## config.mk

```make
export PLATFORM = sky130hd
export DESIGN_NAME = websocket_frame_deframer_core
export DESIGN_NICKNAME = d
export VERILOG_FILES = /design/src/hw/rtl/wsfd_pkg.sv /design/src/hw/rtl/wsfd_regs.sv /design/src/hw/rtl/wsfd_parse.sv /design/src/hw/rtl/wsfd_out.sv /design/src/hw/rtl/websocket_frame_deframer_core.sv
export SDC_FILE = /design/constraint.sdc
export NUM_CORES = 1
export LEC_CHECK = 0
export BUFFER_PORTS_ARGS = -buffer_cell sky130_fd_sc_hd__clkbuf_2
export CAP_MARGIN = 40
export CORE_ASPECT_RATIO = 1.1
export CORE_UTILIZATION = 55
export DETAILED_ROUTE_END_ITERATION = 8
export PLACE_DENSITY_LB_ADDON = 0.05
export SLEW_MARGIN = 20
export SYNTH_ARGS = -nofsm -noshare
export SYNTH_HDL_FRONTEND = slang
export SYNTH_SLANG_ARGS = --single-unit
```

## constraint.sdc

```tcl
create_clock -name clk -period 8.9 [get_ports clk]
set_clock_uncertainty 0.1 [all_clocks]
set_input_delay 0.89 -clock clk [delete_from_list [all_inputs] [get_ports clk]]
set_output_delay 0.89 -clock clk [all_outputs]
set_load 0.01 [all_outputs]
```

## src/hw/rtl/wsfd_pkg.sv

```systemverilog
// Types and constants for the WebSocket frame deframer.
// No dependencies; imported by every wsfd module and the checker.
`default_nettype none
package wsfd_pkg;

  typedef struct packed {
    logic [7:0] data_byte;
    logic       frame_start;
  } byte_item_t;

  typedef struct packed {
    logic [1:0]  kind;
    logic [7:0]  payload_byte;
    logic [1:0]  status;
    logic [15:0] frame_length;
    logic        last;
  } res_item_t;

  typedef struct packed {
    logic      valid;
    res_item_t item;
  } res_push_t;

  typedef enum logic [2:0] {
    PH_IDLE,
    PH_LEN,
    PH_EXT_HI,
    PH_EXT_LO,
    PH_KEY,
    PH_DATA,
    PH_DROP
  } phase_t;

  localparam logic [1:0] KIND_PAYLOAD = 2'd0;
  localparam logic [1:0] KIND_EMPTY   = 2'd1;
  localparam logic [1:0] KIND_ERROR   = 2'd2;

  localparam logic [1:0] STATUS_OK        = 2'd0;
  localparam logic [1:0] STATUS_BAD_HDR   = 2'd1;
  localparam logic [1:0] STATUS_LEN64     = 2'd2;
  localparam logic [1:0] STATUS_OVER_MAX  = 2'd3;

  localparam logic [7:0] HDR0_REQ_BITS = 8'h81;  // FIN and opcode bit 0
  localparam logic [6:0] LEN7_MAX      = 7'd125;
  localparam logic [6:0] LEN_CODE_16   = 7'd126;

  localparam logic [15:0] MAX_PAYLOAD_RESET = 16'd1024;
  localparam int          APB_DATA_W        = 32;
  localparam int          APB_ADDR_W        = 2;
  localparam logic [APB_ADDR_W-1:0] ADDR_MAX_PAYLOAD = 2'd0;

endpackage
`default_nettype wire

```

## src/hw/rtl/wsfd_regs.sv

```systemverilog
// APB configuration register block (max_payload).
// Depends on wsfd_pkg.
`default_nettype none
module wsfd_regs (
  input  logic                             clk,
  input  logic                             rst,
  input  logic                             psel,
  input  logic                             penable,
  input  logic                             pwrite,
  input  logic [wsfd_pkg::APB_ADDR_W-1:0]  paddr,
  input  logic [wsfd_pkg::APB_DATA_W-1:0]  pwdata,
  output logic [wsfd_pkg::APB_DATA_W-1:0]  prdata,
  output logic                             pready,
  output logic [15:0]                      max_payload
);
  import wsfd_pkg::*;

  logic wr_hit;

  assign pready = 1'b1;
  assign wr_hit = psel && penable && pwrite && (paddr == ADDR_MAX_PAYLOAD);

  always_ff @(posedge clk) begin
    if (rst) begin
      max_payload <= MAX_PAYLOAD_RESET;
    end else if (wr_hit) begin
      max_payload <= pwdata[15:0];
    end
  end

  always_comb begin
    prdata = '0;
    if (paddr == ADDR_MAX_PAYLOAD) begin
      prdata = {{(APB_DATA_W-16){1'b0}}, max_payload};
    end
  end

endmodule
`default_nettype wire

```

## src/hw/rtl/wsfd_parse.sv

```systemverilog
// Input register plus frame header/payload state machine.
// Depends on wsfd_pkg; drives at most one result push per advanced byte.
`default_nettype none
module wsfd_parse (
  input  logic                 clk,
  input  logic                 rst,
  input  logic                 byte_valid,
  output logic                 byte_ready,
  input  wsfd_pkg::byte_item_t byte_item,
  input  logic [15:0]          max_payload,
  input  logic                 res_free,
  output wsfd_pkg::res_push_t  push
);
  import wsfd_pkg::*;

  logic       s1_valid;
  byte_item_t s1_item;
  logic       s1_adv;

  phase_t      phase, phase_next;
  logic [1:0]  header_count, header_count_next;
  logic [7:0]  length_high, length_high_next;
  logic [15:0] payload_length, payload_length_next;
  logic [15:0] remaining, remaining_next;
  logic [31:0] mask_key, mask_key_next;
  logic [1:0]  key_index, key_index_next;

  logic [7:0]  b;
  logic [15:0] ext_len;
  logic [15:0] rem_dec;
  logic [7:0]  key_byte;

  assign s1_adv     = s1_valid && res_free;
  assign byte_ready = !s1_valid || res_free;

  always_ff @(posedge clk) begin
    if (rst) begin
      s1_valid <= 1'b0;
    end else if (byte_ready) begin
      s1_valid <= byte_valid;
    end
  end

  always_ff @(posedge clk) begin
    if (byte_ready && byte_valid) begin
      s1_item <= byte_item;
    end
  end

  always_ff @(posedge clk) begin
    if (rst) begin
      phase          <= PH_IDLE;
      header_count   <= '0;
      length_high    <= '0;
      payload_length <= '0;
      remaining      <= '0;
      mask_key       <= '0;
      key_index      <= '0;
    end else if (s1_adv) begin
      phase          <= phase_next;
      header_count   <= header_count_next;
      length_high    <= length_high_next;
      payload_length <= payload_length_next;
      remaining      <= remaining_next;
      mask_key       <= mask_key_next;
      key_index      <= key_index_next;
    end
  end

  assign b        = s1_item.data_byte;
  assign ext_len  = {length_high, b};
  assign rem_dec  = remaining - 16'd1;
  assign key_byte = mask_key[{key_index, 3'b000} +: 8];

  always_comb begin
    phase_next          = phase;
    header_count_next   = header_count;
    length_high_next    = length_high;
    payload_length_next = payload_length;
    remaining_next      = remaining;
    mask_key_next       = mask_key;
    key_index_next      = key_index;
    push                = '0;

    if (s1_item.frame_start) begin
      // a new frame always restarts the parser
      header_count_next = '0;
      key_index_next    = '0;
      remaining_next    = '0;
      if ((b & HDR0_REQ_BITS) != HDR0_REQ_BITS) begin
        phase_next         = PH_DROP;
        push.valid         = 1'b1;
        push.item.kind     = KIND_ERROR;
        push.item.status   = STATUS_BAD_HDR;
        push.item.last     = 1'b1;
      end else begin
        phase_next = PH_LEN;
      end
    end else begin
      case (phase)
        PH_LEN: begin
          if (!b[7]) begin
            // unmasked client frame
            phase_next       = PH_DROP;
            push.valid       = 1'b1;
            push.item.kind   = KIND_ERROR;
            push.item.status = STATUS_BAD_HDR;
            push.item.last   = 1'b1;
          end else if (b[6:0] <= LEN7_MAX) begin
            payload_length_next = {9'd0, b[6:0]};
            header_count_next   = '0;
            phase_next          = PH_KEY;
          end else if (b[6:0] == LEN_CODE_16) begin
            phase_next = PH_EXT_HI;
          end else begin
            phase_next       = PH_DROP;
            push.valid       = 1'b1;
            push.item.kind   = KIND_ERROR;
            push.item.status = STATUS_LEN64;
            push.item.last   = 1'b1;
          end
        end
        PH_EXT_HI: begin
          length_high_next = b;
          phase_next       = PH_EXT_LO;
        end
        PH_EXT_LO: begin
          if (ext_len >= max_payload) begin
            phase_next       = PH_DROP;
            push.valid       = 1'b1;
            push.item.kind   = KIND_ERROR;
            push.item.status = STATUS_OVER_MAX;
            push.item.last   = 1'b1;
          end else begin
            payload_length_next = ext_len;
            header_count_next   = '0;
            phase_next          = PH_KEY;
          end
        end
        PH_KEY: begin
          mask_key_next[{header_count, 3'b000} +: 8] = b;
          if (header_count == 2'd3) begin
            header_count_next = '0;
            key_index_next    = '0;
            if (payload_length == 16'd0) begin
              phase_next     = PH_IDLE;
              push.valid     = 1'b1;
              push.item.kind = KIND_EMPTY;
              push.item.last = 1'b1;
            end else begin
              remaining_next = payload_length;
              phase_next     = PH_DATA;
            end
          end else begin
            header_count_next = header_count + 2'd1;
          end
        end
        PH_DATA: begin
          key_index_next         = key_index + 2'd1;
          remaining_next         = rem_dec;
          push.valid             = 1'b1;
          push.item.kind         = KIND_PAYLOAD;
          push.item.payload_byte = b ^ key_byte;
          if (rem_dec == 16'd0) begin
            phase_next             = PH_IDLE;
            push.item.frame_length = payload_length;
            push.item.last         = 1'b1;
          end
        end
        default: begin
          // idle or dropping: byte is discarded
        end
      endcase
    end

    push.valid = push.valid && s1_valid;
  end

endmodule
`default_nettype wire

```

## src/hw/rtl/wsfd_out.sv

```systemverilog
// Result register on the output channel.
// Depends on wsfd_pkg; fed by wsfd_parse.
`default_nettype none
module wsfd_out (
  input  logic                clk,
  input  logic                rst,
  input  wsfd_pkg::res_push_t push,
  output logic                res_free,
  output logic                res_valid,
  input  logic                res_ready,
  output wsfd_pkg::res_item_t res_item
);
  import wsfd_pkg::*;

  assign res_free = !res_valid || res_ready;

  always_ff @(posedge clk) begin
    if (rst) begin
      res_valid <= 1'b0;
    end else if (res_free) begin
      res_valid <= push.valid;
    end
  end

  always_ff @(posedge clk) begin
    if (res_free && push.valid) begin
      res_item <= push.item;
    end
  end

endmodule
`default_nettype wire

```

## src/hw/rtl/websocket_frame_deframer_core.sv

```systemverilog
// Top level of the WebSocket client frame deframer (RFC 6455 subset).
// Depends on wsfd_pkg, wsfd_regs, wsfd_parse, wsfd_out.
//
//   channel   handshake              payload              direction
//   byte      byte_valid/byte_ready  byte_item_t          in, one frame byte
//   res       res_valid/res_ready    res_item_t           out, zero or one per byte
//   config    psel/penable/pwrite    paddr/pwdata/prdata  APB, max_payload at 0x0
//
// One byte is accepted every cycle unless a stalled result backs up to byte_ready;
// a byte's result reaches res through the input register, then the result register.
// The state update and unmasking XOR sit between those two registers.
// rst is synchronous: parser goes idle, key and lengths clear, max_payload = 1024.
// A stalled result holds the result register and the input register; byte_ready
// drops only when both are full.
`default_nettype none
module websocket_frame_deframer_core (
  input  logic                             clk,
  input  logic                             rst,
  // byte stream
  input  logic                             byte_valid,
  output logic                             byte_ready,
  input  wsfd_pkg::byte_item_t             byte_item,
  // results
  output logic                             res_valid,
  input  logic                             res_ready,
  output wsfd_pkg::res_item_t              res_item,
  // configuration
  input  logic                             psel,
  input  logic                             penable,
  input  logic                             pwrite,
  input  logic [wsfd_pkg::APB_ADDR_W-1:0]  paddr,
  input  logic [wsfd_pkg::APB_DATA_W-1:0]  pwdata,
  output logic [wsfd_pkg::APB_DATA_W-1:0]  prdata,
  output logic                             pready
);
  import wsfd_pkg::*;

  logic [15:0] max_payload;
  logic        res_free;   // result register can take a new push this cycle
  res_push_t   push;

  wsfd_regs u_regs (
    .clk         (clk),
    .rst         (rst),
    .psel        (psel),
    .penable     (penable),
    .pwrite      (pwrite),
    .paddr       (paddr),
    .pwdata      (pwdata),
    .prdata      (prdata),
    .pready      (pready),
    .max_payload (max_payload)
  );

  // header parse, mask key capture and payload unmasking
  wsfd_parse u_parse (
    .clk         (clk),
    .rst         (rst),
    .byte_valid  (byte_valid),
    .byte_ready  (byte_ready),
    .byte_item   (byte_item),
    .max_payload (max_payload),
    .res_free    (res_free),
    .push        (push)
  );

  wsfd_out u_out (
    .clk       (clk),
    .rst       (rst),
    .push      (push),
    .res_free  (res_free),
    .res_valid (res_valid),
    .res_ready (res_ready),
    .res_item  (res_item)
  );

endmodule
`default_nettype wire

```

## Word-level counts from Yosys, hierarchy flattened

Index checks and enable logic that the tools add are counted.

- Register bits after elaboration: 135
- Bits of input ports: 50

- Add/sub/neg operators: 4
- $lt $le $gt $ge: 2
- Eq/ne operators: 17
- Shift-type cells: 3
- Mux-type cells: 55
- Bitwise gates (word level): 4
- Reductions and logical operators: 27

Operators by type and width:

| kind | number |
|---|---|
| $mux 16 | 7 |
| $pmux 16 s2 | 2 |
| $mux 3 | 16 |
| $bwmux 32 | 1 |
| $logic_not 16->1 | 2 |
| $shift 8x7->32 const A | 1 |
| $shiftx 32x6->8 | 1 |
| $shiftx 8x7->32 | 1 |
| $mux 2 | 13 |
| $ge 16x16->1 | 1 |
| $sub 16x1->16 const B | 1 |
| $pmux 3 s5 | 1 |
| $ne 3x1->1 const B | 4 |
| $pmux 3 s4 | 1 |
| $mux 1 | 10 |
| $reduce_and 3->1 | 3 |
| $pmux 2 s2 | 2 |
| $reduce_and 4->1 | 2 |
| $xor 8x8->8 | 1 |
| $eq 7x7->1 const B | 1 |
| $le 7x7->1 const B | 1 |
| $logic_and 1x1->1 | 7 |
| $neg 5->7 | 1 |
| $eq 3x2->1 const B | 2 |
| 21 further kinds | 30 |

## Depth between registers and ports, before layout

- Depth in word-level cells: 8
- Mapped depth: 11
- Gate-level depth less buffers: 8

## Hierarchy

Synthesis repeated with hierarchy kept, for this count alone.

- Cells, all modules: 810
- Area total of the unflattened synthesis: 7191.9 µm²

By module, submodules not included:

| module | times used | cells an instance | area an instance (µm²) |
|---|---|---|---|
| wsfd_parse | 1 | 669 | 5286.3 |
| wsfd_regs | 1 | 107 | 979.7 |
| wsfd_out | 1 | 34 | 925.9 |

## Least setup slack after synthesis

Ideal clock, no wire load.

- Kind: flip-flop to flip-flop
- Start: register u_regs.max_payload[11]
- End: register u_out.res_item[0] (netlist name)
- Arrival time: 3.155 ns
- Slack: 5.220 ns
- Stages on the path, launching flop included: 9
- Period minus slack after synthesis: 3.680 ns
- Cells stage by stage: dfxtp_1 -> inv_1 -> ha_1 -> nand4_1 -> or4_1 -> a31o_2 -> nand4_1 -> a21oi_1 -> a21oi_1

- Longest elaborated chain between the ends: 6

Ends and longest elaborated chain:

| element | line | text |
|---|---|---|
| start, declared | wsfd_regs.sv:14 | `output logic [15:0] max_payload` |
| start signal, assigned | wsfd_regs.sv:27 | `max_payload <= pwdata[15:0];` |
| $ge 16x16->1 | wsfd_parse.sv:128 | `if (ext_len >= max_payload) begin` |
| $mux 3 | wsfd_parse.sv:128 |  |
| $pmux 3 s4 | wsfd_parse.sv:100 | `case (phase)` |
| $mux 3 | wsfd_parse.sv:85 | `if (s1_item.frame_start) begin` |
| $logic_and 1x1->1 | wsfd_parse.sv:176 | `push.valid = push.valid && s1_valid;` |
| $logic_and 1x1->1 | wsfd_out.sv:26 | `if (res_free && push.valid) begin` |

No other way between the ends.
A chain may end at the register's enable or synchronous reset.

## Final worst setup path

- Start: register u_parse.s1_item (netlist bit u_parse.b[7])
- End: register u_out.res_item[7] (netlist name)

- Longest elaborated chain between the ends: 6

Ends and longest elaborated chain:

| element | line | text |
|---|---|---|
| start, declared | wsfd_parse.sv:17 | `byte_item_t s1_item;` |
| start signal, assigned | wsfd_parse.sv:46 | `s1_item <= byte_item;` |
| $ge 16x16->1 | wsfd_parse.sv:128 |  |
| $mux 3 | wsfd_parse.sv:128 |  |
| $pmux 3 s4 | wsfd_parse.sv:100 |  |
| $mux 3 (*) | wsfd_parse.sv:85 |  |
| $logic_and 1x1->1 (*) | wsfd_parse.sv:176 |  |
| $logic_and 1x1->1 (*) | wsfd_out.sv:26 |  |

Mark *: on every way between the ends. The rest lies on a longest branch, timed or not.

==> results.txt <==
----------------------------------------------------
[Outcome]
  Outcome ... complete, no violations

[Yosys]
  Yosys warning count ... 0
  Cell count after synthesis ... 811
  Async S/R FF share, synth ... 0%
  Synth Cell Area ... between 0.007 and 0.008 mm2
  Number of enable-type register cells in the synthesized netlist ... 38
  Dominant cell type by area after synthesis ... sky130_fd_sc_hd__dfxtp_1
  Number of register bits inferred by synthesis ... about 140
  Share of the yosys chip area belonging to registers ... a little over two fifths
  Mean post-synth cell area ... 8.73 um2
  Yosys top cell area share ... between 20 and 30%
  Most area-consuming cells after synthesis ... sky130_fd_sc_hd__dfxtp_1, sky130_fd_sc_hd__edfxtp_1, sky130_fd_sc_hd__nand2_1
  Number of distinct library cells after synthesis ... 66
  Main synth FF type ... sky130_fd_sc_hd__dfxtp_1

[Pwr]
  Net switching share of the total power ... between 20% and 30%
  Sum of internal, switching and leakage power ... 1.35 mW
  Leakage power ... about 3 nW
  Power density of the placed cells ... around 170 mW/mm2
  Maximum vdd ir drop ... roughly 170 uV
  Internal portion of total power ... between 1 and 1.5 mW
  Part of the total power dissipated in sequential elements ... 48.3%
  Clock share of power ... 46.9%
  NetSw ... around 0.3 mW
  Logic pwr share ... roughly 4.8%

[Finish]
  Final cell area excluding filler cells ... roughly 0.008 mm2
  Non-filler instance count after layout ... 1035
  Most frequent standard cell in the layout excluding fill and tap cells ... sky130_fd_sc_hd__nand2_1
  Area growth syn-to-layout ... 13.2%
  Area of the multi-input gates ... approximately 0.0036 mm2
  Diodes inserted ... 0
  Total area of sequential cells ... just over 0.003 mm2
  Fillcell total ... about 1100
  Post-route core utilization ... between 60% and 70%
  Commonest cells after routing, fill and taps aside ... sky130_fd_sc_hd__nand2_1, sky130_fd_sc_hd__dfxtp_1, sky130_fd_sc_hd__a21oi_1
  Count of nets after finishing ... between 900 and 1000
  Fraction of layout instances using a drive strength above 1 ... between 10% and 20%

[Setup path]
  Category of the worst setup path capture point ... register
  Critical path fanouts, max ... 26
  Worst flop-to-flop path startpoint ... u_parse.b[7]$_DFFE_PP_
  End point of the critical path ... u_out.res_item[7]$_SDFFCE_PP0P_
  Startpoint types ... register
  Worst setup path startpoint ... u_parse.b[7]$_DFFE_PP_
  FF-to-FF setup slack ... roughly 5.5 ns
  Critical path data arrival time ... 3.33 ns
  Reg-to-Reg End ... u_out.res_item[7]$_SDFFCE_PP0P_
  R2R depth ... 8
  Start-to-end type of the worst setup path ... reg -> reg
  Worst EP required ... 8.88 ns

[CTS]
  CTS sink cnt ... around 140
  Clock latency on the worst-skew pair ... about 0.41 ns
  Total CTS buffers ... 17
  Root Driver ... sky130_fd_sc_hd__clkbuf_16
  Number of levels the H-tree was split into ... 4
  Number of setup buffers added after CTS ... 0
  Clock edge transition at the registers on the reported setup and hold paths ... approximately 0.06 ns
  Clock tree from TritonCTS ... done
  Hold buffer count at CTS ... 0
  Maximum buffer depth of the clock tree ... 2
  Post-cts sizing count ... 0

[Die]
  Total number of placement rows ... between 40 and 50
  Number of placed I/O pins ... around 110
  Die area ... between 0.01 and 0.015 mm2
  DIE WIDTH ... 110 um
  Core region area ... approximately 0.013 mm2
  Vert. Die Dim ... roughly 120 um
  Initial Utilization ... between 50% and 60%

[Placed design]
  Worst-case setup slack after placement ... approximately 5.6 ns
  HPWL Detailed ... around 12 mm
  Cell area after placement ... 0.00746 mm2
  RD Place Congestion ... between 0.8 and 0.9
  Number of I/O port buffers ... 80
  Cells after DPL ... 1001

[Timing]
  Final WS setup ... roughly 5.5 ns
  Maximum operating frequency ... around 0.3 GHz
  Post-route worst hold slack ... between 0.3 and 0.4 ns
  Number of max-slew violations in the final report ... 0
  Slew at the pin closest to its max-slew limit ... roughly 0.8 ns
  Finish-stage setup viols ... 0
  Final Cycle Share ... 37.7%
  Final hold vios ... 0
  Setup repair after global routing missed its margin ... no
  Time the final worst path needs with I/O delays and setup ... about 3.4 ns
  Summed negative setup slack over all endpoints ... 0 ns
  Relative max-transition margin ... 47.4%

[Route]
  Met1 WL ... ~7.4 mm
  Met3 Routed Length ... between 700 and 800 um
  Length of the first detailed-routing pass in iterations ... 5
  DRC violation total after the first TritonRoute iteration ... about 320
  Total wirelength of the detailed-routed design ... around 17 mm
  Total DRC errors in the routed layout ... 0
  Top Layer Used ... met4
  Ratio of routed vias to standard cells ... between 5 and 6
  Avg WL per Cell ... approximately 17 um
  Count of nets left with antenna violations after detail routing ... 0
  Overall via count from detail_route ... between 5000 and 6000
  Wire length on met2 ... between 8 and 9 mm

[Worst hold path]
  Class of the tightest hold or removal check ... reg -> reg
  Worst min-delay path startpoint ... u_parse.mask_key[23]$_SDFFE_PP0P_

[Global routing]
  Vias in the first global route ... between 5000 and 6000
  Total global routing overflow ... 0
  Number of antenna violations at the first check in global routing ... 0
  First-pass GRT wire length ... approximately 27 mm
  Pin count of the biggest net entering global routing ... 85
  GRT Util Overall ... 27.2%

[Flow run]
  Maximum Capacitance Violations ... 0

----------------------------------------------------
-- cells in the mapped netlist, types with 18 or more instances --
cell	number
sky130_fd_sc_hd__buf_4	18
sky130_fd_sc_hd__a21oi_1	85
sky130_fd_sc_hd__clkbuf_1	36
sky130_fd_sc_hd__inv_1	26
sky130_fd_sc_hd__nand2b_1	34
sky130_fd_sc_hd__nor2_1	53
sky130_fd_sc_hd__nand2_1	116
sky130_fd_sc_hd__nand3_1	39
sky130_fd_sc_hd__ha_1	24
sky130_fd_sc_hd__nor3_1	27
sky130_fd_sc_hd__dfxtp_1	97
sky130_fd_sc_hd__edfxtp_1	38
sky130_fd_sc_hd__o21ai_0	27
sky130_fd_sc_hd__mux2i_1	26
-- power groups by stage --
stage	sequential [mW]	clock [mW]	combinational (mW)
final	0.652	0.632	0.0644
after CTS	0.651	0.643	0.0641
after global placement	0.664	0	0.0605
after floorplan	0.655	0	0.0539
after global routing	0.652	0.672	0.0722
after detailed placement	0.664	0	0.0637
-- cells by family after synthesis --
group	synth area share, %
AO/OA/AOI/OAI	13.0
XOR/XNOR	1.61
adder cells (fa/ha/maj)	4.24
buffers and inverters	6.73
flip-flops	43.5
multiplexers	6.22
other	0.106
AND/OR/NAND/NOR	24.5
-- flip-flops by register name, indices dropped and copies added (netlist names) --
name                    cells
u_parse.b                   8
u_parse.s1_valid            1
u_parse.length_high         8
u_regs.max_payload         16
u_parse.header_count        2
u_parse.s1_item             1
u_parse.phase               3
u_parse.mask_key           32
u_parse.payload_length     16
u_parse.remaining          16
u_out.res_item             29
u_parse.key_index           2
u_out.res_valid             1
-- layout make-up --
| cell class | instances | share of cell area [%] |
|---|---|---|
| Sequential cell | 135 | 38.5 |
| Tap cell | 157 | 2.45 |
| Inverter | 28 | 1.31 |
| Multi-Input combinational cell | 590 | 44.7 |
| Clock buffer | 22 | 5.67 |
| Timing Repair Buffer | 93 | 6.42 |
| Clock inverter | 10 | 1.03 |
-- how the worst min path moves through the flow --
stage	to	slack, ns	cells after the start
finish	u_parse.mask_key[23]$_SDFFE_PP0P_	0.35	2
global route	u_parse.mask_key[3]$_SDFFE_PP0P_	0.36	2
CTS	u_parse.mask_key[15]$_SDFFE_PP0P_	0.35	2
detailed placement	u_parse.mask_key[31]$_SDFFE_PP0P_	0.34	2
global placement	u_parse.mask_key[7]$_SDFFE_PP0P_	0.34	2
floorplan	u_parse.mask_key[16]$_SDFFE_PP0P_	0.33	2
-- layer usage --
metal / vias to the layer above / track usage, %
met4: 0 / 11.7
met2: 149 / 46.1
met1: 2803 / 33.0
met3: 29 / 5.75
li1: 2919 / -
met5: - / 0
-- worst max-delay path, stage by stage, from the launching register on --
cell,delay (ns)
sky130_fd_sc_hd__edfxtp_1,0.61
sky130_fd_sc_hd__ha_1,0.42
sky130_fd_sc_hd__o2111ai_1,0.11
sky130_fd_sc_hd__or4_1,0.43
sky130_fd_sc_hd__a31o_2,0.26
sky130_fd_sc_hd__nand4_1,0.19
sky130_fd_sc_hd__a21oi_1,0.15
sky130_fd_sc_hd__a21oi_2,0.33
sky130_fd_sc_hd__buf_4,0.39
(Power assumes the default switching activity.)
